## src/itoa_pkg.sv

```systemverilog
// Package: shared types, constants and the digit to character function for the integer to ASCII converter.
package itoa_pkg;
    localparam int ValueW = 32;
    localparam int MaxChars = 11;
    localparam int DigitW = 4;
    localparam int CntW = 4;

    // binary to decimal: bits shifted in per stage, stage count, bcd width
    localparam int DabBits = 8;
    localparam int DabStages = ValueW / DabBits;
    localparam int BcdW = 40;

    localparam logic [1:0] RadixDec = 2'd0;
    localparam logic [1:0] RadixHex = 2'd1;
    localparam logic [1:0] RadixOct = 2'd2;

    localparam logic [6:0] CharMinus = 7'h2D;
    localparam logic [6:0] CharZero = 7'h30;
    localparam logic [6:0] CharLowA = 7'h61;

    typedef logic [DigitW-1:0] digit_t;
    typedef digit_t [MaxChars-1:0] digits_t;

    function automatic logic [6:0] digit_char(input digit_t d);
        logic [6:0] c;
        if (d < 4'd10) begin
            c = CharZero + {3'd0, d};
        end else begin
            c = CharLowA + {3'd0, d} - 7'd10;
        end
        return c;
    endfunction
endpackage

```

## src/integer_to_ascii_radix_top.sv

```systemverilog
// Top level: integer to ASCII converter for radix 10, 16 and 8.
//
// s_axis carries one integer per transfer; m_axis gives its characters,
// most significant first, with m_axis_tlast on the final one.
// An accepted number passes through a five-stage pipeline: sign and
// magnitude, then a shift and add-3 binary to decimal conversion at eight
// bits per stage over four more stages (hex and octal digits are bit
// slices). Digits land in a character buffer which emits one character
// per cycle while m_axis_tready is high.
// The output buffer sets the rate of numbers: it sends one character a cycle
// while m_axis_tready is high, N = 1..11 characters per number, and takes
// the next number only once the last character of the current one has gone.
// The pipeline holds up to five further numbers while the buffer drains,
// so s_axis_tready stays high until the pipe is full.
// Reset (aresetn low, synchronous) drops every number in flight.
// When m_axis_tready is low the current character holds and the
// pipeline fills, then s_axis_tready goes low; nothing is lost.
module integer_to_ascii_radix_top
    import itoa_pkg::*;
(
    input  logic        aclk,
    input  logic        aresetn,
    input  logic        s_axis_tvalid,
    output logic        s_axis_tready,
    // tdata: value[31:0], is_long[32], signed_conv[33], radix_select[35:34], zero[39:36]
    input  logic [39:0] s_axis_tdata,
    output logic        m_axis_tvalid,
    input  logic        m_axis_tready,
    // tdata: char_code[6:0], zero[7]
    output logic [7:0]  m_axis_tdata,
    output logic        m_axis_tlast
);
    // stage 0: sign and magnitude; stages 1..DabStages: decimal conversion
    logic [DabStages:0] vld_reg;
    logic [DabStages:0] neg_reg;
    logic [1:0]         rad_reg [DabStages+1];
    logic [ValueW-1:0]  mag_reg [DabStages+1];
    logic [BcdW-1:0]    bcd_reg [DabStages];

    // output buffer
    logic        busy_reg;
    digits_t     buf_reg;
    logic [CntW-1:0] idx_reg;
    logic        sgn_pend_reg;

    logic [DabStages:0] adv;
    logic load;

    assign load = vld_reg[DabStages] && (!busy_reg);

    always_comb begin
        for (int s = 0; s <= DabStages; s++) begin
            adv[s] = load;
            for (int j = s; j <= DabStages; j++) begin
                if (!vld_reg[j]) adv[s] = 1'b1;
            end
        end
    end

    assign s_axis_tready = adv[0];

    // stage 0
    logic [31:0] a_in, m_in;
    logic        n_in, sg_in;
    logic [1:0]  r_in;
    always_comb begin
        r_in = s_axis_tdata[35:34];
        sg_in = s_axis_tdata[33] && (r_in != RadixOct);
        if (s_axis_tdata[32]) begin
            a_in = s_axis_tdata[31:0];
            n_in = sg_in && a_in[31];
        end else begin
            a_in = {16'd0, s_axis_tdata[15:0]};
            n_in = sg_in && a_in[15];
        end
        if (!n_in) begin
            m_in = a_in;
        end else if (s_axis_tdata[32]) begin
            m_in = 32'd0 - a_in;
        end else begin
            m_in = {16'd0, 16'd0 - a_in[15:0]};
        end
    end

    // shift DabBits more bits into the bcd digits, msb first
    function automatic logic [BcdW-1:0] dabble(input logic [BcdW-1:0] b,
                                               input logic [DabBits-1:0] chunk);
        logic [BcdW-1:0] t;
        t = b;
        for (int i = DabBits - 1; i >= 0; i--) begin
            for (int j = 0; j < BcdW / DigitW; j++) begin
                if (t[j*DigitW +: DigitW] >= 4'd5) begin
                    t[j*DigitW +: DigitW] = t[j*DigitW +: DigitW] + 4'd3;
                end
            end
            t = {t[BcdW-2:0], chunk[i]};
        end
        return t;
    endfunction

    always_ff @(posedge aclk) begin
        if (!aresetn) begin
            vld_reg <= '0;
        end else begin
            if (adv[0]) vld_reg[0] <= s_axis_tvalid;
            for (int s = 1; s <= DabStages; s++) begin
                if (adv[s]) vld_reg[s] <= vld_reg[s-1];
            end
        end
        if (adv[0]) begin
            mag_reg[0] <= m_in;
            neg_reg[0] <= n_in;
            rad_reg[0] <= r_in;
        end
        for (int s = 1; s <= DabStages; s++) begin
            if (adv[s]) begin
                mag_reg[s] <= mag_reg[s-1];
                neg_reg[s] <= neg_reg[s-1];
                rad_reg[s] <= rad_reg[s-1];
            end
        end
        if (adv[1]) begin
            bcd_reg[0] <= dabble('0, mag_reg[0][ValueW-1 -: DabBits]);
        end
        for (int s = 2; s <= DabStages; s++) begin
            if (adv[s]) begin
                bcd_reg[s-1] <= dabble(bcd_reg[s-2],
                                       mag_reg[s-1][ValueW-1-(s-1)*DabBits -: DabBits]);
            end
        end
    end

    // digit vector, least significant first
    digits_t dg;
    always_comb begin
        dg = '0;
        case (rad_reg[DabStages])
            RadixHex: begin
                for (int i = 0; i < 8; i++) dg[i] = mag_reg[DabStages][i*4 +: 4];
            end
            RadixOct: begin
                for (int i = 0; i < 10; i++) dg[i] = {1'b0, mag_reg[DabStages][i*3 +: 3]};
                dg[10] = {2'b00, mag_reg[DabStages][31:30]};
            end
            default: begin
                for (int i = 0; i < BcdW / DigitW; i++) begin
                    dg[i] = bcd_reg[DabStages-1][i*DigitW +: DigitW];
                end
            end
        endcase
    end

    logic [CntW-1:0] top_idx;
    always_comb begin
        top_idx = '0;
        for (int i = 1; i < MaxChars; i++) begin
            if (dg[i] != '0) top_idx = CntW'(i);
        end
    end

    logic fire;
    assign fire = m_axis_tvalid && m_axis_tready;

    always_ff @(posedge aclk) begin
        if (!aresetn) begin
            busy_reg <= 1'b0;
        end else if (load) begin
            busy_reg <= 1'b1;
        end else if (fire && !sgn_pend_reg && idx_reg == '0) begin
            busy_reg <= 1'b0;
        end
        if (load) begin
            buf_reg <= dg;
            idx_reg <= top_idx;
            sgn_pend_reg <= neg_reg[DabStages];
        end else if (fire) begin
            if (sgn_pend_reg) begin
                sgn_pend_reg <= 1'b0;
            end else if (idx_reg != '0) begin
                idx_reg <= idx_reg - 1'b1;
            end
        end
    end

    assign m_axis_tvalid = busy_reg;
    assign m_axis_tdata = {1'b0, sgn_pend_reg ? CharMinus : digit_char(buf_reg[idx_reg])};
    assign m_axis_tlast = !sgn_pend_reg && (idx_reg == '0);
endmodule

```

## config.mk

```make
export PLATFORM = sky130hd
export DESIGN_NAME = integer_to_ascii_radix_top
export DESIGN_NICKNAME = d
export VERILOG_FILES = /design/src/itoa_pkg.sv /design/src/integer_to_ascii_radix_top.sv
export SDC_FILE = /design/constraint.sdc
export NUM_CORES = 1
export LEC_CHECK = 0
export CELL_PAD_IN_SITES_DETAIL_PLACEMENT = 1
export CELL_PAD_IN_SITES_GLOBAL_PLACEMENT = 1
export CORE_ASPECT_RATIO = 0.6
export CORE_UTILIZATION = 55
export DETAILED_ROUTE_END_ITERATION = 8
export DONT_BUFFER_PORTS = 1
export PLACE_DENSITY_LB_ADDON = 0.1
export SYNTH_ARGS = -nofsm -noshare
export SYNTH_HDL_FRONTEND = slang
export SYNTH_SLANG_ARGS = --single-unit
```

## constraint.sdc

```tcl
create_clock -name aclk -period 16.2 [get_ports aclk]
set_clock_uncertainty 0.2 [all_clocks]
set_input_delay 3.24 -clock aclk [delete_from_list [all_inputs] [get_ports aclk]]
set_output_delay 3.24 -clock aclk [all_outputs]
set_load 0.03 [all_outputs]
```

======== Word-level counts from Yosys, hierarchy flattened ========
Memories as Yosys holds them, arrays and structs flattened.
Cells that the tools add are included.
word-level totals
  RAM bits ................................ 330
  memories kept ........................... 3
  input port bits ......................... 44
  output and inout bits ................... 11
  word-level logic and storage cells ...... 1,107
  bits in registers ....................... 60
memories
  memory   depth  bits a word  read ports  clocked after Yosys merged registers in  write ports  RTL line                          RTL
  bcd_reg  4      40           4           0                                        4            integer_to_ascii_radix_top.sv:38  logic [BcdW-1:0] bcd_reg [DabStages];
  mag_reg  5      32           5           0                                        5            integer_to_ascii_radix_top.sv:37  logic [ValueW-1:0] mag_reg [DabStages+1];
  rad_reg  5      2            5           0                                        5            integer_to_ascii_radix_top.sv:36  logic [1:0] rad_reg [DabStages+1];
operators by class
  mux-type cells .......................... 548
  add/subtract/negate cells ............... 253
  $lt $le $gt $ge ......................... 249
  reductions and logical operators ........ 26
  eq/ne operators ......................... 4
operators with widths
  operator                                                                       count
  4-bit 2-to-1 mux                                                               460
  4-bit by 3-bit >= comparator with 1-bit output (second input constant)         245
  4-bit by 2-bit adder with 4-bit output (second input constant)                 221
  3-bit 2-to-1 mux                                                               48
  32-bit 2-to-1 mux                                                              3
  3-bit by 2-bit adder with 3-bit output (second input constant)                 24
  32-bit one-hot mux with 2 select lines                                         1
  4-bit nonzero test                                                             11
  1-bit by 32-bit subtractor with 32-bit output (first input constant)           1
  1-bit 2-to-1 mux                                                               31
  4-bit binary-select mux with 4-bit select                                      1
  8-bit one-hot mux with 2 select lines                                          1
  1-bit by 16-bit subtractor with 16-bit output (first input constant)           1
  7-bit 2-to-1 mux                                                               2
  3-bit by 2-bit adder with 4-bit output (second input constant)                 2
  1-bit logical AND                                                              8
  6-bit by 4-bit adder with 7-bit output (first input constant)                  1
  6-bit by 5-bit adder with 7-bit output (first input constant)                  1
  7-bit by 4-bit subtractor with 7-bit output (second input constant)            1
  3-bit >= comparator (second input constant)                                    2
  2-bit nonzero test                                                             3
  4-bit by 5-bit less-than comparator with 1-bit output (second input constant)  1
  4-bit zero test                                                                1
  4-bit less-than comparator (second input constant)                             1
  8 further kinds                                                                9

======== Depth between registers and ports, before layout ========
Gate-level depths: netlist (run 1).
  word-level depth ........................ 27
  mapped depth ............................ 39
  mapped depth without buffers ............ 39

======== Least setup slack after synthesis (run 1) ========
No wires, ideal clock.
  path type ............................... register to register
  start ................................... mem bcd_reg[2][28]
  end ..................................... mem bcd_reg[3][38] (data pin)
  cell stages (with the launch flop) ...... 34
  arrival time ............................ 6.440 ns
  clock period less this slack ............ 6.909 ns
  slack ................................... 9.291 ns
  buffers on the path ..................... 0
  cell sequence ........................... edfxtp_1 > inv_1 > ha_1 > inv_1 > ha_1 > a21oi_1 > xnor2_1 > ha_1 > o311a_1 > a211oi_1 > nor3_1 > nor2b_1 > xnor2_1 > nand2_1 > ha_1 > a21oi_1 > or2_2 > nor4_1 > nor4_1 > and2_1 > ha_1 > or2_2 > o221a_2 > nand2_1 > xor2_1 > ha_1 > inv_1 > ha_1 > a21oi_1 > xnor2_1 > ha_1 > nand2b_1 > a21oi_1 > mux2i_1
RTL lines
  what         RTL line
  from (decl)  integer_to_ascii_radix_top.sv:38

==> run metrics, run 1 <==
status=finished, final reports clean; post-CTS sizing=0; Post-CTS Hold Buffers=0; final net count=3713; Worst-path clk slew=0.06 ns; Max clock buf depth=3; # fillers=6497; clk sinks=326; largest net degree at the start of global routing=75; htree depth=2; Arr. time, crit path=8.41 ns; Most used DFF post-synth=edfxtp_1; clock tree root driver cell=clkbuf_16; number of setup violations in the final report=0; input/output buffers=0; Post-CTS Setup Inserts=0; number of enable flip-flop cells after synthesis=320; maximum fanout along the worst path=9; die width=308.0 microns; antenna violations before repair=5; area leader, netlist=edfxtp_1; vias in the first global route=28420; CP Capture Point=bcd_reg[3][37]; Post-Synthesis Cells=3582; synth warn=0; register area share after synthesis=0.3148; Die ar.=57170 sq um; commonest cells after routing, fill and taps aside=nand2_1 (331), edfxtp_1 (320), nor2_1 (270); asr flop ratio synth=0; number of placed I/O pins=55; Routed wire per std cell=21.24 microns; Slowest cell on crit path=nor3_1; Final Wtd Congestion=0.8656; share of cells above drive strength 1=0.07875; Tmin final=8.335 ns; via count=28110; dpl cells=4231; DR pass1 iterations=5; routed wire length=91.20 mm; MaxCap Viol Count=0; reg2reg start=bcd_reg[2][25]; DRC viols=0; first-pass GRT wire length=147.1 mm; area fraction of the dominant cell type after synthesis=0.3109; Mean Syn Cell Area=8.627 sq um; f_max=120.0 MHz; top post-synthesis cells by area=edfxtp_1 (31%), ha_1 (6.1%), nand2_1 (4.1%), a21oi_1 (3.9%), o21ai_0 (3.9%); crit start category=flip-flop; Finished Layout Cells=4293; Final Hold Fails=0; setup TNS=0 ns; Setup crit start=bcd_reg[2][25]; RSZ-0062 raised after global routing=false; dpl hpwl=68.80 mm; Reg2Reg Depth=35; grt ovf=0; Syn Nets=3776; residual antenna-violating net count after detailed routing=0; Max-slew headroom=0.2477; CP endpoint kind=flip-flop; #FFs+latches synth=326; Worst Path Required=16.27 ns; Clock Latency Late Sink=0.55 ns; area grow syn2layout=5.292%; num rows=66; cts bufs inserted=34; Worst R2R End=bcd_reg[3][37]; max FFs per register=160; Initial DRC Count=2152; CTS tree=done; Die Ht=185.6 microns; global-route usage over all layers=0.3119; crit share post-route=0.5145; most common cell after layout, fill and taps aside=nand2_1; worst min-delay path class=flip-flop to flip-flop; synthesized cell area=30900 sq um; CP Class=flip-flop to flip-flop; Initial Util=0.5636; fin. max-slew vios=0; Reg2Reg Setup Slack=7.87 ns; vias per inst=6.549; Min Hold Slack=0.2194 ns; dominant cell type by count on the critical path=ha_1; worst slew pin tran=1.125 ns; Crit path largest cell delay=0.71 ns; core box area=54830 sq um; Distinct cells, synth=131
final cells by class:
cell class	instances	area (sq um)	area share
sequential	326	9729	0.2990
multi-input combinational	2897	19750	0.6069
tap	748	935.9	0.02876
clock inverter	21	230.2	0.007075
inverter	249	939.7	0.02888
clock buffer	39	869.6	0.02672
timing repair buffer	11	82.58	0.002538
antenna	2	5.005	0.0001538
per-stage QoR:
stage / utilization / setup WS [ns] / area [sq um]
floorplan: - / 9.291 / 30900
global placement: 0.5732 / 8.557 / 31430
detailed placement: 0.5732 / 7.921 / 31430
CTS: 0.5933 / 7.872 / 32530
global route: 0.5933 / 7.087 / 32530
finish: 0.5934 / 7.865 / 32540
metal layers:
layer	track usage	part of all wire	wire [microns]	up-vias
li1	-	-	-	13360
met1	0.4246	0.46	41670	13870
met2	0.5205	0.47	42470	744
met3	0.05010	0.060	5495	138
met4	0.07065	0.017	1549	2
met5	0	0.00014	13	-
cell families after synthesis:
logic type	count (synthesis)	share of synthesized area
xor+xnor	143	0.04267
mux	193	0.06935
flops	326	0.3148
fa+ha+maj	150	0.06073
other cells	2	0.0002430
buf+inv	359	0.04648
compound gates	1231	0.2763
simple gates	1178	0.1894
worst max-delay path: cells and delay by family (launching register included):
kind                       cells  cell delay (ns)
buffers and inverters          4             0.35
AOI/OAI and AO/OA              8             1.73
xor gates and xnor gates       4             0.93
adders and majority gates      7             1.64
DFF                            1             0.46
and+or+nand+nor               12             2.77
synth_stat cells, types with 26 or more instances:
library cell and n:
nand2_1 334, o21ai_1 38, or2_2 29, a21oi_1 242, nand3_1 79, o22ai_1 35, a21o_1 45, and3_1 27
o31ai_1 26, mux2_2 57, nand2b_1 75, a211oi_1 69, nor2_1 270, xnor2_1 94, edfxtp_1 320, o211ai_1 55
inv_1 237, ha_1 150, o21bai_1 26, xor2_1 41, mux2i_1 120, a31oi_1 37, nor2b_1 49, a22oi_1 40
nor3_1 75, and2_1 75, o21a_1 49, or3_1 39, o21ai_0 242, clkbuf_1 79, a211o_1 28, a22o_1 27
worst min path at each step:
stage,startpoint,endpoint,slack [ns],depth (start not counted)
2_1_floorplan,mag_reg[0][68],mag_reg[0][100],0.20,0
3_3_place_gp,mag_reg[0][85],mag_reg[0][117],0.20,0
3_5_place_dp,mag_reg[0][83],mag_reg[0][115],0.21,0
4_1_cts,mag_reg[0][22],mag_reg[0][54],0.22,0
5_1_grt,mag_reg[0][82],mag_reg[0][114],0.22,0
6_report,mag_reg[0][68],mag_reg[0][100],0.22,0
Power of run 1 is not shown: default switching activity piles up to over one toggle a cycle in this logic, so the estimate is an artifact.
==> inputs of run 2 (changes only) <==
Settings changed: CORE_UTILIZATION 55 to 51.
Clock period 16.2 ns to 8.05 ns, I/O delays scaled along.
==> run metrics, run 2 (same netlist as run 1, synthesis figures left out) <==
status=finished, final reports clean; Worst Path Required=8.14 ns (-8.13 ns); clock tree root driver cell=clkbuf_16; most common cell after layout, fill and taps aside=nand2_1; grt ovf=0 (unchanged); DRC viols=0 (unchanged); num rows=69 (+4.5%); via count=27980 (-0.48%); Clock Latency Late Sink=0.55 ns (about the same); Final Hold Fails=0 (unchanged); Finished Layout Cells=4353 (+1.4%); dpl hpwl=67.30 mm (-2.2%); routed wire length=88.91 mm (-2.5%); Die ar.=61620 sq um (+7.8%); Initial DRC Count=1644 (-24%); vias per inst=6.427 (-1.9%); Max-slew headroom=0.2987 (+0.05095); dominant cell type by count on the critical path=ha_1; setup TNS=0 ns (unchanged); die width=319.8 microns (+3.8%); f_max=129.5 MHz (+7.9%); DR pass1 iterations=6 (+1); Tmin final=7.722 ns (-0.6127 ns); max FFs per register=160 (unchanged); commonest cells after routing, fill and taps aside=nand2_1 (331), edfxtp_1 (320), nor2_1 (268); Final Core Density=0.5560 (-0.03738); Initial Util=0.5188 (-0.04482); fin. max-slew vios=0 (unchanged); CP endpoint kind=flip-flop; Max clock buf depth=3 (unchanged); MaxCap Viol Count=0 (unchanged); worst slew pin tran=1.052 ns (-0.07294 ns); Routed wire per std cell=20.43 microns (-3.9%); largest net degree at the start of global routing=75 (unchanged); Post-CTS Hold Buffers=0 (unchanged); clk sinks=326 (unchanged); worst min-delay path class=flip-flop to flip-flop; crit share post-route=0.9593 (+0.4448); number of setup violations in the final report=0 (unchanged); number of antenna diodes=0 (-2); maximum fanout along the worst path=8 (-1); CTS tree=done; residual antenna-violating net count after detailed routing=0 (unchanged); vias in the first global route=27450 (-3.4%); Reg2Reg Setup Slack=0.33 ns (-7.54 ns); share of cells above drive strength 1=0.1002 (+0.02148); first-pass GRT wire length=141.1 mm (-4.1%); crit start category=flip-flop; cts bufs inserted=34 (unchanged); htree depth=2 (unchanged); number of placed I/O pins=55 (unchanged); CP Class=flip-flop to flip-flop; # fillers=7009 (+7.9%); Slowest cell on crit path=or4_1; Worst-path clk slew=0.07 ns (about the same); input/output buffers=0 (unchanged); Final Wtd Congestion=0.8561 (-1.1%); core box area=59570 sq um (+8.6%); final net count=3742 (+0.78%); dpl cells=4273 (+0.99%); antenna violations before repair=8 (+3); Die Ht=192.7 microns (+3.8%); area grow syn2layout=7.182%; Arr. time, crit path=7.82 ns (-0.59 ns); Crit path largest cell delay=0.53 ns (-0.18 ns); global-route usage over all layers=0.2757 (-0.03611)
## run 2: cell count changes in the layout (fill, tap and decap cells not counted), moves of 6 or more
cell,change
a21oi_2,+7
xor2_2,+7
xnor2_1,-7
xnor2_2,+7
a21oi_1,-7
xor2_1,-7
buf_4,+29
mux2i_2,+6
mux2i_1,-6
## run 2: worst paths after layout
check                               startpoint              to  cells past startpoint
worst max-delay path            bcd_reg[1][16]  bcd_reg[2][23]                     32
worst max register to register  bcd_reg[1][16]  bcd_reg[2][23]                     32
worst min-delay path             rad_reg[0][4]   rad_reg[0][6]                      0
worst min register to register   rad_reg[0][4]   rad_reg[0][6]                      0
## run 2: worst max-delay path, delay by kind of cell, from the launching register on
family | cells | cell delay (ns)
AO/OA/AOI/OAI | 11 | 2.41
XOR/XNOR | 1 | 0.26
adder cells (fa/ha/maj) | 6 | 1.37
buffers and inverters | 5 | 0.48
flip-flops | 1 | 0.50
multiplexers | 4 | 1.01
AND/OR/NAND/NOR | 5 | 1.22
## run 2: per-stage QoR
stage               setup slack (ns)  hold WS, ns  instance area, sq um
finish                        0.3278       0.2198                 33120
CTS                           0.1724       0.2203                 32640
global route                -0.08559       0.2258                 33120
global placement              0.5845       0.2003                 31550
floorplan                      1.141       0.2003                 30900
detailed placement            0.2058       0.2081                 31550
## run 2: what timing repair did
action                                  4_1_cts  5_1_grt
endpoints found under the setup margin        0       63
buffers inserted                              0       20
resized for setup                             0       59
## run 2: layout make-up
cell class	instances	area, sq um	share of cell area
Clock buffer	45	912.1	0.02754
Clock inverter	15	185.2	0.005591
Inverter	249	939.7	0.02837
Multi-Input combinational cell	2897	20080	0.6062
Sequential cell	326	9729	0.2937
Tap cell	781	977.2	0.02950
Timing Repair Buffer	40	300.3	0.009066
## run 2: per-layer routing
metal / up-vias / wire, microns / global-route usage
met1: 13820 / 42010 / 0.3872
met3: 125 / 4604 / 0.03767
met2: 616 / 40880 / 0.4563
li1: 13410 / - / -
met4: 6 / 1362 / 0.05067
met5: - / 56 / 0
Power of run 2 is left out for the same reason.
==> inputs of run 3 (changes only) <==
Settings changed: CELL_PAD_IN_SITES_DETAIL_PLACEMENT 1 to 0, CELL_PAD_IN_SITES_GLOBAL_PLACEMENT 1 to 2, CORE_UTILIZATION 51 to 45.
Clock period 8.05 ns to 9.9 ns, I/O delays scaled along.
==> run metrics, run 3 (same netlist as run 1, synthesis figures left out) <==
pre-CTS WS=1.951 ns (+1.745 ns); residual antenna-violating net count after detailed routing=0 (unchanged); num rows=73 (+5.8%); die width=340.3 microns (+6.4%); Routed wire per std cell=16.96 microns (-17%); DRC viols=0 (unchanged); max FFs per register=160 (unchanged); most common cell after layout, fill and taps aside=nand2_1; Arr. time, crit path=8.06 ns (+0.24 ns); Clock Latency Late Sink=0.58 ns (+0.03 ns); grt ovf=0 (unchanged); vias per inst=5.963 (-7.2%); via count=26520 (-5.2%); Reg2Reg Depth=36 (+13%); dpl hpwl=58.28 mm (-13%); first-pass GRT wire length=121.5 mm (-14%); Tmin final=7.962 ns (+0.2395 ns); Final Wtd Congestion=0.8250 (-3.6%); number of placed I/O pins=55 (unchanged); routed wire length=75.43 mm (-15%); crit start category=flip-flop; worst slew pin tran=1.372 ns (+0.3196 ns); vias in the first global route=23760 (-13%); Slowest cell on crit path=nor3_1; Placed Area=31640 sq um (+0.29%); Crit path largest cell delay=0.69 ns (+0.16 ns); Initial DRC Count=2037 (+24%); clock tree root driver cell=clkbuf_16; status=finished, final reports clean; commonest cells after routing, fill and taps aside=nand2_1 (331), edfxtp_1 (320), nor2_1 (270); f_max=125.6 MHz (-3.0%); Top delay family on crit path=simple AND/OR/NAND/NOR gates; largest net degree at the start of global routing=66 (-12%); number of setup violations in the final report=0 (unchanged); MaxCap Viol Count=0 (unchanged); Reg2Reg Setup Slack=1.94 ns (+1.61 ns); Final Hold Fails=0 (unchanged); maximum fanout along the worst path=9 (+1); Setup crit start=bcd_reg[2][28]; post-CTS sizing=0 (unchanged); Max clock buf depth=3 (unchanged); cts bufs inserted=36 (+5.9%); reg2reg start=bcd_reg[2][28]; setup TNS=0 ns (unchanged); Setup WS post-layout=1.938 ns (+1.610 ns); Die ar.=69760 sq um (+13%); htree depth=2 (unchanged); fin. max-slew vios=0 (unchanged); CTS tree=done; Max-slew headroom=0.08375 (-0.2149); Finished Layout Cells=4447 (+2.2%); RSZ-0062 raised after global routing=false; CP Class=flip-flop to flip-flop; Worst-path clk slew=0.07 ns (about the same); DR pass1 iterations=5 (-1); Worst R2R End=bcd_reg[3][38]; input/output buffers=0 (unchanged); share of cells above drive strength 1=0.08007 (-0.02016); Die Ht=205.0 microns (+6.4%); global-route usage over all layers=0.2104 (-0.06532); dominant cell type by count on the critical path=ha_1; Worst Path Required=10.00 ns (+1.86 ns); final net count=3717 (-0.67%); crit share post-route=0.8042 (-0.1551); core box area=67040 sq um (+13%); Initial Util=0.4610 (-0.05782); Post-CTS Setup Inserts=0 (unchanged); WP depth=36 (+13%); CP Capture Point=bcd_reg[3][38]; Post-CTS Hold Buffers=0 (unchanged); CP endpoint kind=flip-flop; post-route cell area=32750 sq um (-1.1%); CP bufs+invs=5 (unchanged); dpl cells=4385 (+2.6%); clk sinks=326 (unchanged); antenna violations before repair=4 (-4); number of antenna diodes=0 (unchanged); area grow syn2layout=5.964%; worst min-delay path class=flip-flop to flip-flop
==> run 3: changes by cell type in the layout (fill, tap and decap cells not counted), moves of 6 or more <==
cell     before  now
xnor2_1      87   94
xor2_2        9    2
a21oi_2      13    6
mux2i_2       9    3
xor2_1       34   41
buf_4        40   13
xnor2_2      12    5
a21oi_1     235  242
mux2i_1     114  120
==> run 3: how the worst min path moves through the flow <==
stage,from,endpoint,slack [ns],depth (start not counted)
final,mag_reg[0][70],mag_reg[0][102],0.21,0
after global routing,mag_reg[0][22],mag_reg[0][54],0.22,0
after CTS,mag_reg[0][7],mag_reg[0][39],0.22,0
after detailed placement,mag_reg[0][72],mag_reg[0][104],0.20,0
after floorplan,mag_reg[0][68],mag_reg[0][100],0.20,0
after global placement,mag_reg[0][48],mag_reg[0][80],0.20,0
==> run 3: metal layers <==
layer	vias up	track usage	wire length [microns]
li1	13390	-	-
met1	12440	0.3339	40790
met2	637	0.2940	29030
met3	53	0.03749	4753
met4	0	0.03491	854
met5	-	0	0
==> run 3: area by class of cell <==
class | instances | area, sq um
multi-input combinational | 2897 | 19750
timing repair buffer | 13 | 97.59
inverter | 249 | 939.7
sequential | 326 | 9729
clock inverter | 21 | 188.9
tap | 900 | 1126
fill | 6215 | 34300
clock buffer | 41 | 919.6
==> run 3: metrics by stage <==
step	hold slack, ns	utilization
floorplan	0.2003	-
global placement	0.2010	0.4719
detailed placement	0.2045	0.4719
CTS	0.2184	0.4884
global route	0.2228	0.4884
finish	0.2116	0.4884
Power of run 3 is left out for the same reason.
